===== src/hdl/rgb_three_kernel_window_filter_core_assert.svh =====
// Assertion macros for the three-kernel window filter.
// Included by the RTL files that carry concurrent assertions; no other dependencies.
`ifndef RGB_THREE_KERNEL_WINDOW_FILTER_CORE_ASSERT_SVH
`define RGB_THREE_KERNEL_WINDOW_FILTER_CORE_ASSERT_SVH

// Check that a condition holds at every clock edge outside reset.
`define RTKWF_ASSERT_HOLDS(label, clk, rst_n, cond, msg) \
	label: assert property (@(posedge clk) disable iff (!rst_n) (cond)) else $error(msg);

// Check that an antecedent implies a consequent in the same cycle.
`define RTKWF_ASSERT_IMPLIES(label, clk, rst_n, ante, cons, msg) \
	label: assert property (@(posedge clk) disable iff (!rst_n) (ante) |-> (cons)) \
		else $error(msg);

`endif


===== src/hdl/rtkwf_pkg.sv =====
// Shared types, constants and kernel tables for the three-kernel window filter.
// No dependencies; imported by the top level, the lane and the merge modules.
package rtkwf_pkg;

	localparam int MaxWidth  = 2048;
	localparam int MaxHeight = 4096;
	localparam int ColW      = $clog2(MaxWidth);
	localparam int RowW      = $clog2(MaxHeight);
	localparam int WidthRegW  = ColW + 1;
	localparam int HeightRegW = RowW + 1;
	localparam int CfgDataW   = HeightRegW;
	localparam int CfgIndexW  = 2;

	localparam logic [WidthRegW-1:0]  ResetWidth  = WidthRegW'(640);
	localparam logic [HeightRegW-1:0] ResetHeight = HeightRegW'(480);
	localparam logic [WidthRegW-1:0]  MinWidth    = WidthRegW'(3);
	localparam logic [HeightRegW-1:0] MinHeight   = HeightRegW'(3);
	localparam logic [WidthRegW-1:0]  TopWidth    = WidthRegW'(MaxWidth);
	localparam logic [HeightRegW-1:0] TopHeight   = HeightRegW'(MaxHeight);

	// Configuration register indexes
	localparam logic [CfgIndexW-1:0] RegFrameWidth  = 2'd0;
	localparam logic [CfgIndexW-1:0] RegFrameHeight = 2'd1;

	// Kernel selection for a lane
	typedef logic [1:0] kernel_t;
	localparam kernel_t KernelSobel = 2'd0;
	localparam kernel_t KernelGauss = 2'd1;
	localparam kernel_t KernelBox   = 2'd2;

	localparam int SumW = 13;
	// floor(x * BoxRecip / 2**16) equals floor(x / 9) for all box sums
	localparam logic [12:0] BoxRecip = 13'd7282;
	localparam int BoxShift = 16;

	typedef struct packed {
		logic [7:0] red;
		logic [7:0] green;
		logic [7:0] blue;
	} pixel_t;

	typedef struct packed {
		logic [RowW-1:0] center_row;
		logic [ColW-1:0] center_column;
		logic            last;
	} meta_t;

	// Tap weights, index row*3+col, row 0 oldest, col 0 left
	localparam logic signed [3:0] SobelW [9] = '{4'sd1, 4'sd0, -4'sd1,
	                                             4'sd2, 4'sd0, -4'sd2,
	                                             4'sd1, 4'sd0, -4'sd1};
	localparam logic signed [3:0] GaussW [9] = '{4'sd1, 4'sd2, 4'sd1,
	                                             4'sd2, 4'sd4, 4'sd2,
	                                             4'sd1, 4'sd2, 4'sd1};
	localparam logic signed [3:0] BoxW   [9] = '{4'sd1, 4'sd1, 4'sd1,
	                                             4'sd1, 4'sd1, 4'sd1,
	                                             4'sd1, 4'sd1, 4'sd1};

	function automatic logic signed [SumW-1:0] kernel_weight(kernel_t k, int tap);
		logic signed [3:0] w;
		case (k)
			KernelSobel: w = SobelW[tap];
			KernelGauss: w = GaussW[tap];
			KernelBox:   w = BoxW[tap];
			default:     w = 4'sd0;
		endcase
		return SumW'(w);
	endfunction

	function automatic logic [WidthRegW-1:0] clamp_width(logic [WidthRegW-1:0] v);
		if (v < MinWidth) begin
			return MinWidth;
		end else if (v > TopWidth) begin
			return TopWidth;
		end
		return v;
	endfunction

	function automatic logic [HeightRegW-1:0] clamp_height(logic [HeightRegW-1:0] v);
		if (v < MinHeight) begin
			return MinHeight;
		end else if (v > TopHeight) begin
			return TopHeight;
		end
		return v;
	endfunction

endpackage


===== src/hdl/rtkwf_lane.sv =====
// One filter lane: weighted 3x3 sum, then clamp, shift or divide by nine.
// Depends on rtkwf_pkg for kernel codes and weight tables.
module rtkwf_lane import rtkwf_pkg::*; (
	input  logic       clk,
	input  logic       en,
	input  kernel_t    kernel,
	input  logic [7:0] taps [9],
	output logic [7:0] result_s4
);

	logic signed [SumW-1:0] sum_comb;
	logic signed [SumW-1:0] sum_s3;
	logic [7:0]             post_comb;
	logic [24:0]            box_prod;

	// Form the weighted sum of the nine taps
	always_comb begin
		sum_comb = '0;
		for (int k = 0; k < 9; k++) begin
			sum_comb = sum_comb + $signed({5'b0, taps[k]}) * kernel_weight(kernel, k);
		end
	end

	assign box_prod = {12'b0, sum_s3[11:0]} * {12'b0, BoxRecip};

	// Reduce the sum to one byte
	always_comb begin
		case (kernel)
			KernelSobel: begin
				if (sum_s3 < 0) begin
					post_comb = 8'd0;
				end else if (sum_s3 > 13'sd255) begin
					post_comb = 8'd255;
				end else begin
					post_comb = sum_s3[7:0];
				end
			end
			KernelGauss: post_comb = sum_s3[11:4];
			KernelBox:   post_comb = box_prod[BoxShift+7:BoxShift];
			default:     post_comb = 8'd0;
		endcase
	end

	// Advance both stages with the pipeline
	always_ff @(posedge clk) begin
		if (en) begin
			sum_s3    <= sum_comb;
			result_s4 <= post_comb;
		end
	end

endmodule


===== config.mk =====
export PLATFORM = sky130hd
export DESIGN_NAME = rtkwf_lane
export DESIGN_NICKNAME = d
export VERILOG_FILES = /design/src/hdl/rgb_three_kernel_window_filter_core_assert.svh /design/src/hdl/rtkwf_pkg.sv /design/src/hdl/rtkwf_lane.sv
export SDC_FILE = /design/constraint.sdc
export NUM_CORES = 1
export LEC_CHECK = 0
export BUFFER_PORTS_ARGS = -buffer_cell sky130_fd_sc_hd__clkbuf_2
export CORE_ASPECT_RATIO = 1.2
export CORE_MARGIN = 5
export CORE_UTILIZATION = 44
export CTS_CLUSTER_DIAMETER = 60
export DETAILED_ROUTE_END_ITERATION = 16
export PLACE_DENSITY = 0.71
export SYNTH_ARGS = -nofsm -noshare
export SYNTH_HDL_FRONTEND = slang
export SYNTH_SLANG_ARGS = --single-unit

===== constraint.sdc =====
create_clock -name clk -period 26.3 [get_ports clk]
set_input_delay 6.575 -clock clk [delete_from_list [all_inputs] [get_ports clk]]
set_output_delay 6.575 -clock clk [all_outputs]
set_load 0.01 [all_outputs]

# == Word level (Yosys, flattened, before mapping) ==
# Cells that the tools add are included.
# word_totals
register_bits,21
elab_cells,37
# op_classes
addsub,8
multipliers,10
order_cmp,2
eq_ne,2
mux,9
n_reduce_logical,4
# op_table
cell,count
$mul A9 B4 Y13,9
$add A13 B13 Y13,8
$pmux W8 S3,1
$mul A12 B12 Y23 const B,1
$mux W8,2
$gt A13 B9 Y1 const B,1
$lt A13 B1 Y1 const B,1
$pmux W4 S3,1
$pmux W2 S2,2
$pmux W4 S2,1
$pmux W3 S2,1
$reduce_or A2 Y1,2
$reduce_or A3 Y1,1
$eq A2 B1 Y1 const B,1
$eq A2 B2 Y1 const B,1
$logic_not A2 Y1,1
$mux W1,1

# == Depth between registers and ports, before layout ==
# logic_depth
ltp_word,12
mapped_depth,28

# == Worst setup path after synthesis ==
# No wires, ideal clock.
# synth_timing
path_kind,input to register
from,input kernel[0]
to,"register sum_s3[11], data pin"
setup_ns,0.135
t_arrival_ns,13.036
required_ns,26.165
slack_ns,13.129
cell_stages,25
path_buffers,3
path_cell_list,clkbuf_1 -> nor2b_1 -> clkbuf_1 -> clkbuf_1 -> nand2_1 -> fa_1 -> inv_1 -> ha_1 -> inv_1 -> fa_1 -> fa_1 -> inv_1 -> fa_1 -> fa_1 -> fa_1 -> fa_1 -> ha_1 -> nor2b_1 -> o21ai_0 -> nand2b_1 -> a21oi_1 -> o21ai_0 -> a221o_1 -> or4_1 -> nand3_1
# synth_via
elab_chain_cells,12
# synth_rtl
element,line_no,rtl
"start, declared",rtkwf_lane.sv:6,"input kernel_t kernel,"
"$eq A2 B2 Y1, or another cell as far along",rtkwf_pkg.sv:61,case (k)
$reduce_or A3 Y1 (no line),-,
$mux W1,rtkwf_pkg.sv:61,
$mul A9 B4 Y13,rtkwf_lane.sv:20,"sum_comb = sum_comb + $signed({5'b0, taps[k]}) * kernel_weight(kernel, k);"
$add A13 B13 Y13 (7 in series),rtkwf_lane.sv:20,
$add A13 B13 Y13 *,rtkwf_lane.sv:20,
named net sum_comb[11],rtkwf_lane.sv:11,logic signed [SumW-1:0] sum_comb;
"end signal, assigned",rtkwf_lane.sv:47,sum_s3 <= sum_comb;
"end, declared",rtkwf_lane.sv:12,logic signed [SumW-1:0] sum_s3;
# The timed path passes the listed nets; every way through them passes the cells marked *.
# A chain may end at the register's enable or synchronous reset.

# == Final worst setup path ==
# layout_timing
from,input kernel[1]
to,"register sum_s3[11], data pin"
# Same word-level chain as after synthesis.

==> results.cfg <==
[layout]
area_delta_synth_final_pct = 8.32
diodes = 0
drive_gt1_share_pct = 9.78
fin_util_pct = 48.5
nNetsFinal = 1454

[critical_path]
r2r_cells = 15
cp-startpoint = kernel[1]
end_kind = flop
reg2reg_slack_ps = 21060
cp_max_fo = 31
required_ps = 26410
crit_arrival_ps = 14120
crit_slowest_cell = nor2b_2
cp_common_cell = fa_1
max_stage_delay_ps = 1100
path_class = input port to flop
crit_path_cell_trace = clkbuf_2, nor2b_2, nand2_1, fa_1, inv_1, ha_1, inv_1, fa_1, fa_1, inv_1, fa_1, fa_1, fa_1, fa_1, ha_1, nor2b_1, o21ai_0, nand2b_1, a21oi_1, o21ai_0, a221o_1, or4_1, nand3_1
r2r-end = result_s4[7]$_DFFE_PP_
crit_path_start_kind = input port
endpoint = sum_s3[11]$_DFFE_PP_
r2r_start = sum_s3[7]$_DFFE_PP_

[logic_synthesis]
syn_nets = 1385
synth.distinct_cells = 48
async_reset_ff_share_pct = 0
syn_area_sq_um = 9390
yosysWarnings = 0
synth_edf_count = 21
syn_inst = 955
synth_flop_cell = edfxtp_1
synth-seq-cells = 21
syn_area_per_cell_sq_um = 9.83
synth_seq_area_share_pct = 6.72

[cts]
clk-insertion-delay-late_ps = 250
path_clk_slew_ps = 60
root_buffer = clkbuf_16
ctsResizeCount = 0
cts_sinks = 21
cts_hold_buf = 0
cts_tree = done
cts_made_buffers = 3
clk_path_buf_depth = 2
cts_htree_levels = 1
post_cts_buffers = 0

[global_route]
grt_max_degree = 32
grt_pass1_wl_um = 34500
antenna_found_initial = 0
grt.overflow.total = 0
grt_usage_pct = 17.6
grt_pass1_vias = 7147

[die]
die_w_um = 143
die_area_sq_um = 24400
row_count = 58
core_sq_um = 21000
ioPinCount = 84
die_h_um = 170
start_util_pct = 44.8

[timing]
slew_viol_final = 0
rsz0062_at_grt = false
tightest_slew_ps = 1220
hold_viol = 0
fmax_ghz = 0.0714
fin_crit_sh_pct = 53.3
setup_tns_ps = 0
max_slew_margin_pct = 18.1
setup_viol = 0
finClkSkew_ps = 3.70
period_needed_ps = 14010

[place]
place.gp.congestion = 0.863
io_buffer_count = 83
dp_hpwl_um = 17800

[worst_hold_path]
hold_path_class = flop to flop

[job]
cap_violations = 0

[routing]
avgViaCountPerCell = 4.96
wl_per_cell_um = 15.5
ant_nets = 0
vias = 6416
drc = 0
drt-total-wl_um = 20100
firstDrtPassIters = 5
drt_iter0_drc = 207

[status]
status = complete, no violations
-- logic make-up after synthesis --
group / after synthesis / share of synthesized area [%]
compound gates: 60 / 4.37
xor+xnor: 28 / 2.61
fa+ha+maj: 355 / 62.6
buf+inv: 264 / 10.6
flops: 21 / 6.72
mux: 1 / 0.107
other cells: 1 / 0.0399
simple gates: 225 / 13.0
-- metal layers --
metal	global-route usage, %	routed length, um	vias up	part of all wire (%)
met2	31.3	10400	146	52
met4	2.46	230	0	1.1
met1	23.5	8510	3206	42
met3	2.19	962	20	4.8
met5	0	0	-	0
li1	-	-	3044	-
-- worst max-delay path, delay by kind of cell --
| kind | cells | cell delay [ps] |
|---|---|---|
| buffers and inverters | 4 | 580 |
| and+or+nand+nor | 6 | 2060 |
| adders and majority gates | 9 | 4050 |
| AOI/OAI and AO/OA | 4 | 840 |
-- worst min path at each step --
stage / start / end / slack [ps] / cells after the start
finish: sum_s3[12]$_DFFE_PP_ / result_s4[2]$_DFFE_PP_ / 850 / 3
global placement: sum_s3[12]$_DFFE_PP_ / result_s4[2]$_DFFE_PP_ / 830 / 3
floorplan: sum_s3[0]$_DFFE_PP_ / result_s4[0]$_DFFE_PP_ / 720 / 2
global route: sum_s3[12]$_DFFE_PP_ / result_s4[2]$_DFFE_PP_ / 870 / 3
CTS: sum_s3[12]$_DFFE_PP_ / result_s4[2]$_DFFE_PP_ / 840 / 3
detailed placement: sum_s3[12]$_DFFE_PP_ / result_s4[2]$_DFFE_PP_ / 830 / 3
-- registers in the layout (all words and copies together), names as in the netlist --
signal and count:
result_s4 8, sum_s3 13
-- per-stage QoR --
step	instances	hold WS (ps)	instance area (sq um)	setup WS, ps
floorplan	955	721	9390	13130
global placement	1289	830	10100	12250
detailed placement	1289	832	10100	12090
CTS	1293	839	10200	12310
global route	1293	871	10200	11910
finish	1293	851	10200	12290
-- cells in the mapped netlist (2+ instances only) --
master      n  area share, %
fa_1      191             41
or3_1       2           0.13
inv_1     241            9.6
a211o_1     2           0.19
nor2_1     41            1.6
o21ai_0    11           0.59
xor2_1      9           0.84
a21o_1      4           0.32
nor3b_1     2           0.16
or4_1       2           0.16
nand3_1     5           0.27
xnor2_1    19            1.8
nand2_1    35            1.4
nand2b_1    4           0.27
clkbuf_1   20           0.80
nand4_1     4           0.27
buf_1       2          0.080
a21oi_1    15           0.80
and2_1    101            6.7
nor2b_1    21            1.4
ha_1      163             22
nor3_1      4           0.21
o211ai_1    4           0.32
o21a_1      3           0.24
edfxtp_1   21            6.7
o22ai_1     5           0.33
a31oi_1     3           0.20
-- layout by cell type, fill, tap and decap left out, types with 15 or more instances in the layout --
cell type	instances
nand2_1	35
nor2_1	40
ha_1	163
inv_1	241
a21oi_1	15
xnor2_1	19
fa_1	191
and2_1	101
clkbuf_2	83
edfxtp_1	21
nor2b_1	19
-- layout make-up --
type                       count  area [sq um]
fill                        1913         10800
multi-input combinational    670          7770
inverter                     241           905
sequential                    21           631
timing repair buffer          87           445
tap                          270           338
clock buffer                   3          75.1
clock inverter                 1          5.00
Power is left out: the tool's default activity adds up to more than one toggle a clock period on the data nets, which glitch-free logic cannot reach.
