--- src/hdl/rgb_three_kernel_window_filter_core_assert.svh ---
// Assertion macros for the three-kernel window filter.
// Included by the RTL files that carry concurrent assertions; no other dependencies.
`ifndef RGB_THREE_KERNEL_WINDOW_FILTER_CORE_ASSERT_SVH
`define RGB_THREE_KERNEL_WINDOW_FILTER_CORE_ASSERT_SVH

// Check that a condition holds at every clock edge outside reset.
`define RTKWF_ASSERT_HOLDS(label, clk, rst_n, cond, msg) \
	label: assert property (@(posedge clk) disable iff (!rst_n) (cond)) else $error(msg);

// Check that an antecedent implies a consequent in the same cycle.
`define RTKWF_ASSERT_IMPLIES(label, clk, rst_n, ante, cons, msg) \
	label: assert property (@(posedge clk) disable iff (!rst_n) (ante) |-> (cons)) \
		else $error(msg);

`endif

--- src/hdl/rtkwf_pkg.sv ---
// Shared types, constants and kernel tables for the three-kernel window filter.
// No dependencies; imported by the top level, the lane and the merge modules.
package rtkwf_pkg;

	localparam int MaxWidth  = 2048;
	localparam int MaxHeight = 4096;
	localparam int ColW      = $clog2(MaxWidth);
	localparam int RowW      = $clog2(MaxHeight);
	localparam int WidthRegW  = ColW + 1;
	localparam int HeightRegW = RowW + 1;
	localparam int CfgDataW   = HeightRegW;
	localparam int CfgIndexW  = 2;

	localparam logic [WidthRegW-1:0]  ResetWidth  = WidthRegW'(640);
	localparam logic [HeightRegW-1:0] ResetHeight = HeightRegW'(480);
	localparam logic [WidthRegW-1:0]  MinWidth    = WidthRegW'(3);
	localparam logic [HeightRegW-1:0] MinHeight   = HeightRegW'(3);
	localparam logic [WidthRegW-1:0]  TopWidth    = WidthRegW'(MaxWidth);
	localparam logic [HeightRegW-1:0] TopHeight   = HeightRegW'(MaxHeight);

	// Configuration register indexes
	localparam logic [CfgIndexW-1:0] RegFrameWidth  = 2'd0;
	localparam logic [CfgIndexW-1:0] RegFrameHeight = 2'd1;

	// Kernel selection for a lane
	typedef logic [1:0] kernel_t;
	localparam kernel_t KernelSobel = 2'd0;
	localparam kernel_t KernelGauss = 2'd1;
	localparam kernel_t KernelBox   = 2'd2;

	localparam int SumW = 13;
	// floor(x * BoxRecip / 2**16) equals floor(x / 9) for all box sums
	localparam logic [12:0] BoxRecip = 13'd7282;
	localparam int BoxShift = 16;

	typedef struct packed {
		logic [7:0] red;
		logic [7:0] green;
		logic [7:0] blue;
	} pixel_t;

	typedef struct packed {
		logic [RowW-1:0] center_row;
		logic [ColW-1:0] center_column;
		logic            last;
	} meta_t;

	// Tap weights, index row*3+col, row 0 oldest, col 0 left
	localparam logic signed [3:0] SobelW [9] = '{4'sd1, 4'sd0, -4'sd1,
	                                             4'sd2, 4'sd0, -4'sd2,
	                                             4'sd1, 4'sd0, -4'sd1};
	localparam logic signed [3:0] GaussW [9] = '{4'sd1, 4'sd2, 4'sd1,
	                                             4'sd2, 4'sd4, 4'sd2,
	                                             4'sd1, 4'sd2, 4'sd1};
	localparam logic signed [3:0] BoxW   [9] = '{4'sd1, 4'sd1, 4'sd1,
	                                             4'sd1, 4'sd1, 4'sd1,
	                                             4'sd1, 4'sd1, 4'sd1};

	function automatic logic signed [SumW-1:0] kernel_weight(kernel_t k, int tap);
		logic signed [3:0] w;
		case (k)
			KernelSobel: w = SobelW[tap];
			KernelGauss: w = GaussW[tap];
			KernelBox:   w = BoxW[tap];
			default:     w = 4'sd0;
		endcase
		return SumW'(w);
	endfunction

	function automatic logic [WidthRegW-1:0] clamp_width(logic [WidthRegW-1:0] v);
		if (v < MinWidth) begin
			return MinWidth;
		end else if (v > TopWidth) begin
			return TopWidth;
		end
		return v;
	endfunction

	function automatic logic [HeightRegW-1:0] clamp_height(logic [HeightRegW-1:0] v);
		if (v < MinHeight) begin
			return MinHeight;
		end else if (v > TopHeight) begin
			return TopHeight;
		end
		return v;
	endfunction

endpackage

--- src/hdl/rtkwf_merge.sv ---
// Merging stage: joins the three lane results with coordinates in the output register.
// Depends on rtkwf_pkg for meta_t.
module rtkwf_merge import rtkwf_pkg::*; (
	input  logic            clk,
	input  logic            arst_n,
	input  logic            en,
	input  logic            v_s4,
	input  meta_t           meta_s4,
	input  logic [7:0]      blue_s4,
	input  logic [7:0]      green_s4,
	input  logic [7:0]      red_s4,
	output logic            result_valid,
	output logic [7:0]      blue_out,
	output logic [7:0]      green_out,
	output logic [7:0]      red_out,
	output logic [RowW-1:0] center_row,
	output logic [ColW-1:0] center_column,
	output logic            last_of_frame
);

	logic valid_q;

	// Load a new transaction whenever the output side can move
	always_ff @(posedge clk or negedge arst_n) begin
		if (!arst_n) begin
			valid_q <= 1'b0;
		end else if (en) begin
			valid_q <= v_s4;
		end
	end

	// Hold the payload until the transaction is taken
	always_ff @(posedge clk) begin
		if (en && v_s4) begin
			blue_out      <= blue_s4;
			green_out     <= green_s4;
			red_out       <= red_s4;
			center_row    <= meta_s4.center_row;
			center_column <= meta_s4.center_column;
			last_of_frame <= meta_s4.last;
		end
	end

	assign result_valid = valid_q;

endmodule
--- config.mk ---
export PLATFORM = sky130hd
export DESIGN_NAME = rtkwf_merge
export DESIGN_NICKNAME = d
export VERILOG_FILES = /design/src/hdl/rgb_three_kernel_window_filter_core_assert.svh /design/src/hdl/rtkwf_pkg.sv /design/src/hdl/rtkwf_merge.sv
export SDC_FILE = /design/constraint.sdc
export NUM_CORES = 1
export LEC_CHECK = 0
export BUFFER_PORTS_ARGS = -buffer_cell sky130_fd_sc_hd__buf_4
export CORE_MARGIN = 1
export CORE_UTILIZATION = 43
export CTS_CLUSTER_DIAMETER = 200
export DETAILED_ROUTE_END_ITERATION = 8
export HOLD_SLACK_MARGIN = 0.02
export PLACE_DENSITY = 0.85
export SETUP_SLACK_MARGIN = 0.2
export SLEW_MARGIN = 25
export SYNTH_ARGS = -nofsm -noshare
export SYNTH_HDL_FRONTEND = slang
export SYNTH_SLANG_ARGS = --single-unit
export TNS_END_PERCENT = 100
--- constraint.sdc ---
create_clock -name clk -period 1.2 [get_ports clk]
set_input_delay 0.18 -clock clk [delete_from_list [all_inputs] [get_ports clk]]
set_output_delay 0.18 -clock clk [all_outputs]
set_load 0.01 [all_outputs]
==> run metrics, run 1 <==
Last stage global routing; Area contributors post-synth edfxtp_1, dfrtp_1, mux2_4, and2_2; Async S/R FF share, synth 2.04%; syn avg cell area 29.2 um2; top cell type by total area after synthesis edfxtp_1; Synth Net Count around 100; GR repair worst EP center_row[6]; num rows 21; detailed placement HPWL roughly 2200 um; Worst End Pin Type top-level output; clock root buffer clkbuf_4; Gate Count Post-Synth 51; boundary pin count 101; Clock Path Buffers 2; commonest register cell after synthesis edfxtp_1; yosys warns 0; port bufs 100; Mapped Area 0.00149 mm2; Die H between 60 and 70 um; status did not finish; Yosys top cell area share 96.8%; CTS Buf Count 5; Placed Cells between 150 and 200; antenna violations before repair 0; largest net degree at the start of global routing 40; most common cell in the netlist edfxtp_1; Seq/Total Area, Yosys 98.5%; H-tree Lvls 2; clock sink count between 40 and 50; Err [ERROR DPL-0033] detailed placement checks failed during check placement.; commonest cells in the netlist edfxtp_1, and2_2, dfrtp_1, mux2_4; die width about 61 um; global placer's final weighted congestion just under 0.7; Initial Utilization 44.6%; Post-synth EDFFs 48; post-synth cell types 4; synthesized flop and latch total 49
==> kinds of logic after synthesis <==
family	synth area share, %
and+or+nand+nor	0.504
muxes	1.01
DFF	98.5
==> metrics by stage <==
stage | cell area (um2) | setup WS, ps | hold slack [ps]
global placement | 2330 | 245 | -44.4
CTS | 2980 | 63.7 | 55.8
floorplan | 1490 | 221 | -116
detailed placement | 2330 | 212 | -42.5
==> what timing repair did <==
item                                    in CTS
hold buffers                                49
endpoints found under the setup margin      49
resized for setup                           26
setup buffers                                1
hold endpoints to repair                    49
==> inputs of run 2 (changes only) <==
--- a/config.mk
+++ b/config.mk
@@ -7,12 +7,9 @@
 export LEC_CHECK = 0
 export BUFFER_PORTS_ARGS = -buffer_cell sky130_fd_sc_hd__buf_4
 export CORE_MARGIN = 1
-export CORE_UTILIZATION = 43
-export CTS_CLUSTER_DIAMETER = 200
+export CORE_UTILIZATION = 35
 export DETAILED_ROUTE_END_ITERATION = 8
-export HOLD_SLACK_MARGIN = 0.02
-export PLACE_DENSITY = 0.85
-export SETUP_SLACK_MARGIN = 0.2
+export PLACE_DENSITY_LB_ADDON = 0.15
 export SLEW_MARGIN = 25
 export SYNTH_ARGS = -nofsm -noshare
 export SYNTH_HDL_FRONTEND = slang
==> run metrics, run 2 <==
Routed WL per cell 12.9 um; most common cell in the netlist edfxtp_1; CTS tree built; Die ar. ~0.0045 mm2; WP data required 1020 ps; Final Cycle Share 84.6%; final setup vio count 0; global placer's final weighted congestion 0.605 (-11%); Placed Cells 202 (+1.5%); core area 0.00403 mm2; Place WS 197 ps (-14.8 ps); vias in the first global route 835; Top reg by flops center_row; Worst VDD drop 746 uV; max cap viols 0; biggest regs center_row: 12 flops, center_column: 11 flops; post-route antenna net violation count 0; CP Capture Type primary output; worst r2r src result_valid$_DFFE_PN0P_; worst r2r dst result_valid$_DFFE_PN0P_; clk_lat worst skew 280 ps; Hold Path End green_out[3]$_DFFE_PP_; fin crit period about 1000 ps; All-Layer GR Usage 11.7%; Simple-Gate Fraction of Synth Area 0.504% (unchanged); first-pass GRT wire length 3680 um; Top delay family on crit path flip-flops; Min Hold Slack 68.9 ps; First DRT Iteration DRCs 36; Net Sw Frac 19.0%; synthesized flop and latch total 49 (unchanged); commonest non-fill, non-tap cells in the layout buf_4, edfxtp_1, clkbuf_8; RSZ-0062 raised after global routing false; vias 882; commonest non-fill, non-tap cell in the layout buf_4; slew margin rel. 83.5%; GRT overflow 0; DR vias/cell roughly 4.2; status complete, no violations; arrival time worst endpoint 830 ps; clock root buffer clkbuf_8; CTS Buf Count 5 (unchanged); multiplexer share of the synthesized area 1.01% (unchanged); Adder-Cell Fraction of Synth Area 0% (unchanged); layout cells sized above 1 67.5%; CP Cell Sequence buf_4; FF/Latch Area 0.00147 mm2; Critical Path Fanout Max 1; number of diodes 0; Util after Layout 59.8%; Power Density about 1400 mW/mm2; Comb pwr share approximately 12%; Area Overhead vs Synth 61.8%; largest family of logic cells by synthesized area multiplexers; Sequential Power Share a little over three fifths; clock sink count 49 (unchanged); Async S/R FF share, synth 2.04% (unchanged); post-synth cell types 4 (unchanged); Pint approximately 2.6 mW; routed wire length about 2700 um; final std cells w/o fill 210; Setup Buffers After CTS 0 (-1); Synth Area in Compound Gates 0% (unchanged); CP peak stage delay around 400 ps; top cell type by total area after synthesis edfxtp_1; area of the multi-input gates between 20 and 25 um2; NetSw roughly 0.62 mW; Die H 67.2 um (+10%); Post-synth EDFFs 48 (unchanged); port bufs 100 (unchanged); Slew @ Worst Pin around 250 ps; worst reg-to-reg setup slack 420 ps; largest net degree at the start of global routing 49; DRC violations left 0; Mapped Area 0.00149 mm2 (unchanged); Clock Path Buffers 2 (unchanged); Reg clk slew, reported paths 80 ps; Clock Power Share 25.5%; boundary pin count 101 (unchanged); Post-layout nets 212; R2R depth 1; antenna violations before repair 0; Setup TNS Final 0 ps; HP Class primary input to register; Synth Net Count 103 (unchanged); hold depth 1; 1st-pass router iterations 2; Leakage 1.01 nW; yosys warns 0 (unchanged); Seq/Total Area, Yosys 98.5% (unchanged); worst setup margin 185 ps; Hold Vio Cnt, Final 0; commonest register cell after synthesis edfxtp_1; min-delay src green_s4[3]; Area contributors post-synth edfxtp_1, dfrtp_1, mux2_4, and2_2; critical path type register to primary output; Buf+Inv Stages, Crit Path 1; die width 67.2 um (+10%); Initial Utilization 37.0% (-7.7 points); xor and xnor area share after synthesis 0% (unchanged); Max Clock Freq 986 MHz; Critical path origin red_out[7]$_DFFE_PP_; Gate Count Post-Synth 51 (unchanged); Fillers 326; Slew Viols, Final 0; Setup crit start kind register; Yosys top cell area share 96.8% (unchanged); worst clock skew 0 ps; syn avg cell area 29.2 um2 (unchanged); num rows 23 (+9.5%); H-tree Lvls 2 (unchanged); commonest cells in the netlist edfxtp_1, and2_2, dfrtp_1, mux2_4; Slowest cell on crit path edfxtp_1; Largest register FFs 12
==> run 2: cell counts after synthesis <==
No cell type changed its count.
==> run 2: worst max path at each step <==
stage / to / cells after the start
floorplan: blue_out[0]$_DFFE_PP_ / 1
global placement: red_out[5]$_DFFE_PP_ / 3
detailed placement: red_out[5]$_DFFE_PP_ / 3
CTS: red_out[7] / 1
global route: red_out[7] / 1
finish: red_out[7] / 1
==> run 2: cells by family after synthesis <==
kind of cell and count (synthesis):
AND/OR/NAND/NOR 1, flip-flops 49, multiplexers 1
==> run 2: routing by layer <==
metal / wire (um) / GRT usage (%) / vias up
li1: - / - / 418
met1: 975 / 12.5 / 394
met2: 1350 / 19.9 / 68
met3: 381 / 5.24 / 2
met4: 12 / 4.79 / 0
met5: 0 / 0 / -
==> run 2: repair_timing <==
| item | CTS | global route |
|---|---|---|
| hold buffers | 1 | 0 |
| hold endpoints to repair | 1 | 0 |
| resized for setup | 0 | 0 |
==> run 2: final cells by class <==
| class | count | area share, % |
|---|---|---|
| timing repair buffer | 102 | 32.4 |
| sequential | 49 | 60.9 |
| clock inverter | 1 | 0.156 |
| multi-input combinational | 2 | 0.987 |
| clock buffer | 6 | 3.01 |
| tap | 50 | 2.60 |
==> run 2: stage by stage <==
step,area [um2],power [mW]
3_5_place_dp,2320,2.48
3_3_place_gp,2320,2.47
5_1_grt,2410,3.41
2_1_floorplan,1490,2.17
4_1_cts,2410,3.31
6_report,2410,3.27
==> run 2: power groups by stage <==
stage	clock network [mW]	logic, mW	registers [mW]
after floorplan	0	0.0300	2.14
after global placement	0	0.395	2.07
after detailed placement	0	0.401	2.08
after CTS	0.867	0.404	2.04
after global routing	0.938	0.423	2.05
final	0.834	0.395	2.04
Power figures use the tool's default switching activity.
==> inputs of run 3 (changes only) <==
==> constraint.sdc (replaced) <==
create_clock -name clk -period 0.9 [get_ports clk]
set_input_delay 0.135 -clock clk [delete_from_list [all_inputs] [get_ports clk]]
set_output_delay 0.135 -clock clk [all_outputs]
set_load 0.01 [all_outputs]
==> run metrics, run 3 (same netlist as run 2, synthesis figures left out) <==
CP peak stage delay 420 ps (+20 ps); layout cells sized above 1 68.7% (+1.2 points); critical path type register to primary output; core area 0.00403 mm2 (unchanged); Post-layout nets 215 (+1.4%); CP Capture Type primary output; failing checks setup timing; port bufs 100 (unchanged); Power Density 1820 mW/mm2 (+34%); DR vias/cell 4.18 (-0.51%); worst clock skew 0 ps (unchanged); fin crit period around 1000 ps; routed wire length 2800 um (+3.1%); vias 890 (+0.91%); clock sink count 49 (unchanged); Sequential Power Share 57.0% (-5.4 points); die width 67.2 um (unchanged); number of diodes 0 (unchanged); post-route antenna net violation count 0 (unchanged); overall power 4.81 mW (+47%); Routed WL per cell 13.2 um (+1.7%); H-tree Lvls 2 (unchanged); Critical Path Fanout Max 1 (unchanged); Slew @ Worst Pin 130 ps (-118 ps); Initial Utilization 37.0% (unchanged); Final Cycle Share 110%; clk_lat worst skew 290 ps (about the same); Area Overhead vs Synth 77.3%; first-pass GRT wire length 3750 um (+1.9%); GRT overflow 0 (unchanged); Die ar. 0.00452 mm2 (unchanged); First DRT Iteration DRCs 58 (+61%); Place WS 6.91 ps (-190 ps); Slowest cell on crit path edfxtp_1; Top delay family on crit path flip-flops; DRC violations left 0 (unchanged); global placer's final weighted congestion 0.618 (+2.0%); worst setup margin -87.1 ps (-272 ps); biggest regs center_row: 12 flops, center_column: 11 flops; Comb pwr share 13.0% (+0.9 points); Min Hold Slack 16.1 ps (-52.7 ps); Die H 67.2 um (unchanged); CTS tree built; Buf+Inv Stages, Crit Path 1 (unchanged); Leakage 1.09 nW (+8.7%); Net Sw Frac 18.9% (-0.16 points); clock root buffer clkbuf_8; CP Cell Sequence buf_6; status finished, violations left; Largest register FFs 12 (unchanged); Clock Path Buffers 2 (unchanged); Hold Vio Cnt, Final 0 (unchanged); Reg clk slew, reported paths 80 ps (about the same); RSZ-0062 raised after global routing true; All-Layer GR Usage 12.1% (+0.49 points); Slew Viols, Final 0 (unchanged); Worst VDD drop 1190 uV (+59%); Top reg by flops center_row; Clock Power Share 30.0% (+4.5 points); NetSw 0.909 mW (+46%); WP data required 760 ps (-260 ps); DP Area 0.00234 mm2 (+0.86%); Setup crit start kind register; commonest non-fill, non-tap cell in the layout buf_4; Setup TNS Final -2170 ps (-2170 ps); vias in the first global route 851 (+1.9%); largest net degree at the start of global routing 26 (-47%); Pint 3.90 mW (+48%); 1st-pass router iterations 2 (unchanged); antenna violations before repair 0 (unchanged); finished layout cell area 0.00264 mm2 (+9.6%); Max Clock Freq 1010 MHz; slew margin rel. 91.4% (+7.9 points); arrival time worst endpoint 850 ps (+20 ps); num rows 23 (unchanged); boundary pin count 101 (unchanged); HP Class primary input to register; CTS Buf Count 5 (unchanged); final setup vio count 50 (+50); max cap viols 0 (unchanged); commonest non-fill, non-tap cells in the layout buf_4, edfxtp_1, buf_6
## run 3: repair_timing
action / CTS / global route
hold endpoints to repair: 1 / 1
hold buffers: 1 / 1
buffers inserted: 1 / 0
setup endpoints to repair: 49 / 50
gates resized for setup: 19 / 25
## run 3: area by class of cell
class,count,area [um2]
flip-flops and latches,49,1470
clock inverters,2,35.0
repair buffers,105,983
fillers,312,1390
multi-input cells,2,23.8
well taps,50,62.6
clock buffers,5,68.8
## run 3: final timing paths
check / startpoint / slack [ps] / cells past startpoint / end
worst max-delay path: green_out[6]$_DFFE_PP_ / -90 / 1 / green_out[6]
worst min-delay path: meta_s4[18] / 20 / 1 / center_row[6]$_DFFE_PP_
worst max register to register: result_valid$_DFFE_PN0P_ / 0 / 2 / result_valid$_DFFE_PN0P_
worst min register to register: result_valid$_DFFE_PN0P_ / 640 / 2 / result_valid$_DFFE_PN0P_
max in group asynchronous: arst_n / 670 / 2 / result_valid$_DFFE_PN0P_
min in group asynchronous: arst_n / 150 / 2 / result_valid$_DFFE_PN0P_
## run 3: metrics by stage
step	util, %	cells
2_1_floorplan	-	51
3_3_place_gp	58.2	203
3_5_place_dp	58.2	203
4_1_cts	63.0	212
5_1_grt	65.5	213
6_report	65.5	213
## run 3: metal layers
layer | vias up | global-route usage [%] | share of wire [%]
li1 | 426 | - | -
met1 | 392 | 12.2 | 32
met2 | 69 | 20.3 | 51
met3 | 3 | 6.93 | 16
met4 | 0 | 5.59 | 0.61
met5 | - | 0 | 0
## run 3: power by group through the flow
stage / combinational (mW) / clock [mW] / sequential [mW]
6_report: 0.626 / 1.44 / 2.74
2_1_floorplan: 0.0400 / 0 / 2.85
3_5_place_dp: 0.545 / 0 / 2.77
3_3_place_gp: 0.536 / 0 / 2.76
4_1_cts: 0.590 / 1.48 / 2.73
5_1_grt: 0.668 / 1.55 / 2.76
==> inputs of run 4 (changes only) <==
--- a/config.mk
+++ b/config.mk
@@ -10,8 +10,9 @@
 export CORE_UTILIZATION = 35
 export DETAILED_ROUTE_END_ITERATION = 8
 export PLACE_DENSITY_LB_ADDON = 0.15
+export REMOVE_ABC_BUFFERS = 1
 export SLEW_MARGIN = 25
 export SYNTH_ARGS = -nofsm -noshare
 export SYNTH_HDL_FRONTEND = slang
 export SYNTH_SLANG_ARGS = --single-unit
-export TNS_END_PERCENT = 100
+export TNS_END_PERCENT = 50
==> run metrics, run 4 (same netlist as run 2, synthesis figures left out) <==
Sequential Power Share 55.3% (-1.7 points); WP data required 760 ps (about the same); FF/Latch Area 0.00147 mm2 (unchanged); commonest non-fill, non-tap cells in the layout buf_4, edfxtp_1, buf_6; boundary pin count 101 (unchanged); CP Capture Type primary output; CTS Buf Count 5 (unchanged); vias 966 (+8.5%); Slowest cell on crit path edfxtp_1; status finished, violations left; clock root buffer clkbuf_8; Net Sw Frac 18.8% (-0.085 points); global placer's final weighted congestion 0.617 (about the same); CP peak stage delay 420 ps (about the same); Setup crit start kind register; Post-layout nets 229 (+6.5%); min-delay src meta_s4[13]; Max Clock Freq 1010 MHz (about the same); Final Cycle Share 110% (about the same); worst reg-to-reg setup slack 120 ps (+120 ps); Largest register FFs 12 (unchanged); Clock Path Buffers 2 (unchanged); core area 0.00403 mm2 (unchanged); NetSw 0.933 mW (+2.6%); All-Layer GR Usage 12.7% (+0.57 points); number of diodes 0 (unchanged); HP Class primary input to register; Leakage 1.15 nW (+5.1%); Hold Path End center_row[1]$_DFFE_PP_; Pint 4.03 mW (+3.2%); H-tree Lvls 2 (unchanged); die width 67.2 um (unchanged); Comb pwr share 13.3% (+0.3 points); Worst VDD drop 1380 uV (+17%); commonest non-fill, non-tap cell in the layout buf_4; R2R depth 1 (-1); worst clock skew 0 ps (unchanged); Top reg by flops center_row; antenna violations before repair 0 (unchanged); Min Hold Slack 13.1 ps (-3.05 ps); final setup vio count 49 (-2.0%); Area Overhead vs Synth 86.1%; First DRT Iteration DRCs 29 (-50%); worst r2r src result_valid$_DFFE_PN0P_; max cap viols 0 (unchanged); hold depth 1 (unchanged); post-route antenna net violation count 0 (unchanged); biggest regs center_row: 12 flops, center_column: 11 flops; 1st-pass router iterations 3 (+1); Power Density 1790 mW/mm2 (-1.8%); critical path type register to primary output; Fillers 299 (-4.2%); clk_lat worst skew 290 ps (about the same); Die ar. 0.00452 mm2 (unchanged); Routed WL per cell 14.0 um (+6.2%); Clock Power Share 31.4% (+1.4 points); slew margin rel. 87.2% (-4.2 points); Die H 67.2 um (unchanged); Reg clk slew, reported paths 80 ps (about the same); finished layout cell area 0.00277 mm2 (+5.0%); num rows 23 (unchanged); Top delay family on crit path flip-flops; fin crit period 986 ps (-0.693 ps); DRC violations left 0 (unchanged); first-pass GRT wire length 3960 um (+5.7%); overall power 4.96 mW (+3.1%); area of the multi-input gates 22.5 um2 (-5.3%); worst setup margin -86.4 ps (+0.693 ps); layout cells sized above 1 62.9% (-5.8 points); Slew @ Worst Pin 193 ps (+63.2 ps); DR vias/cell 4.24 (+1.4%); RSZ-0062 raised after global routing true; Buf+Inv Stages, Crit Path 1 (unchanged); arrival time worst endpoint 850 ps (about the same); Initial Utilization 37.0% (unchanged); worst r2r dst result_valid$_DFFE_PN0P_; clock sink count 49 (unchanged); failing checks setup timing; Critical Path Fanout Max 1 (unchanged); Hold Vio Cnt, Final 0 (unchanged); routed wire length 3190 um (+14%); CTS tree built; DP Area 0.00234 mm2 (-0.27%); Setup Buffers After CTS 0 (-1); CP Cell Sequence buf_6; largest net degree at the start of global routing 34 (+31%); Slew Viols, Final 0 (unchanged); port bufs 100 (unchanged); GRT overflow 0 (unchanged); vias in the first global route 864 (+1.5%)
-- run 4: area by class of cell --
cell class / count / share of cell area (%)
tap: 50 / 2.26
clock buffer: 7 / 3.12
timing repair buffer: 119 / 39.8
sequential: 49 / 52.9
clock inverter: 1 / 1.08
multi-input combinational: 2 / 0.813
-- run 4: worst max path at each step --
stage	startpoint	end	cells past startpoint
after floorplan	en	blue_out[0]$_DFFE_PP_	1
after detailed placement	en	last_of_frame$_DFFE_PP_	3
final	green_out[0]$_DFFE_PP_	green_out[0]	1
after global routing	green_out[0]$_DFFE_PP_	green_out[0]	1
after CTS	red_out[1]$_DFFE_PP_	red_out[1]	1
after global placement	en	center_column[4]$_DFFE_PP_	3
-- run 4: stage by stage --
stage | setup TNS (ps) | std cells | utilization, % | worst slack (ps)
CTS | -2920 | 213 | 63.5 | -90.6
global route | -4070 | 228 | 68.8 | -124
detailed placement | -1830 | 204 | 58.0 | -57.8
global placement | -397 | 204 | 58.0 | -18.8
finish | -2290 | 228 | 68.8 | -86.4
floorplan | -13880 | 51 | - | -289
-- run 4: repair_timing --
action | in CTS | in global routing
pin swaps | 0 | 0
endpoints found under the hold margin | 1 | 15
gates resized for setup | 25 | 17
endpoints found under the setup margin | 49 | 49
cloned | 0 | 0
hold buffers | 1 | 15
-- run 4: per-layer routing --
layer / global-route usage [%] / routed length (um) / up-vias
li1: - / - / 454
met2: 21.6 / 1900 / 46
met1: 12.8 / 958 / 462
met5: 0 / 0 / -
met3: 6.76 / 291 / 4
met4: 5.59 / 37 / 0
-- run 4: power by group through the flow --
stage,clock (mW),combinational [mW],sequential [mW]
CTS,1.61,0.588,2.73
global route,1.70,0.704,2.76
finish,1.56,0.662,2.74
global placement,0,0.531,2.76
detailed placement,0,0.540,2.77
floorplan,0,0.0385,2.85
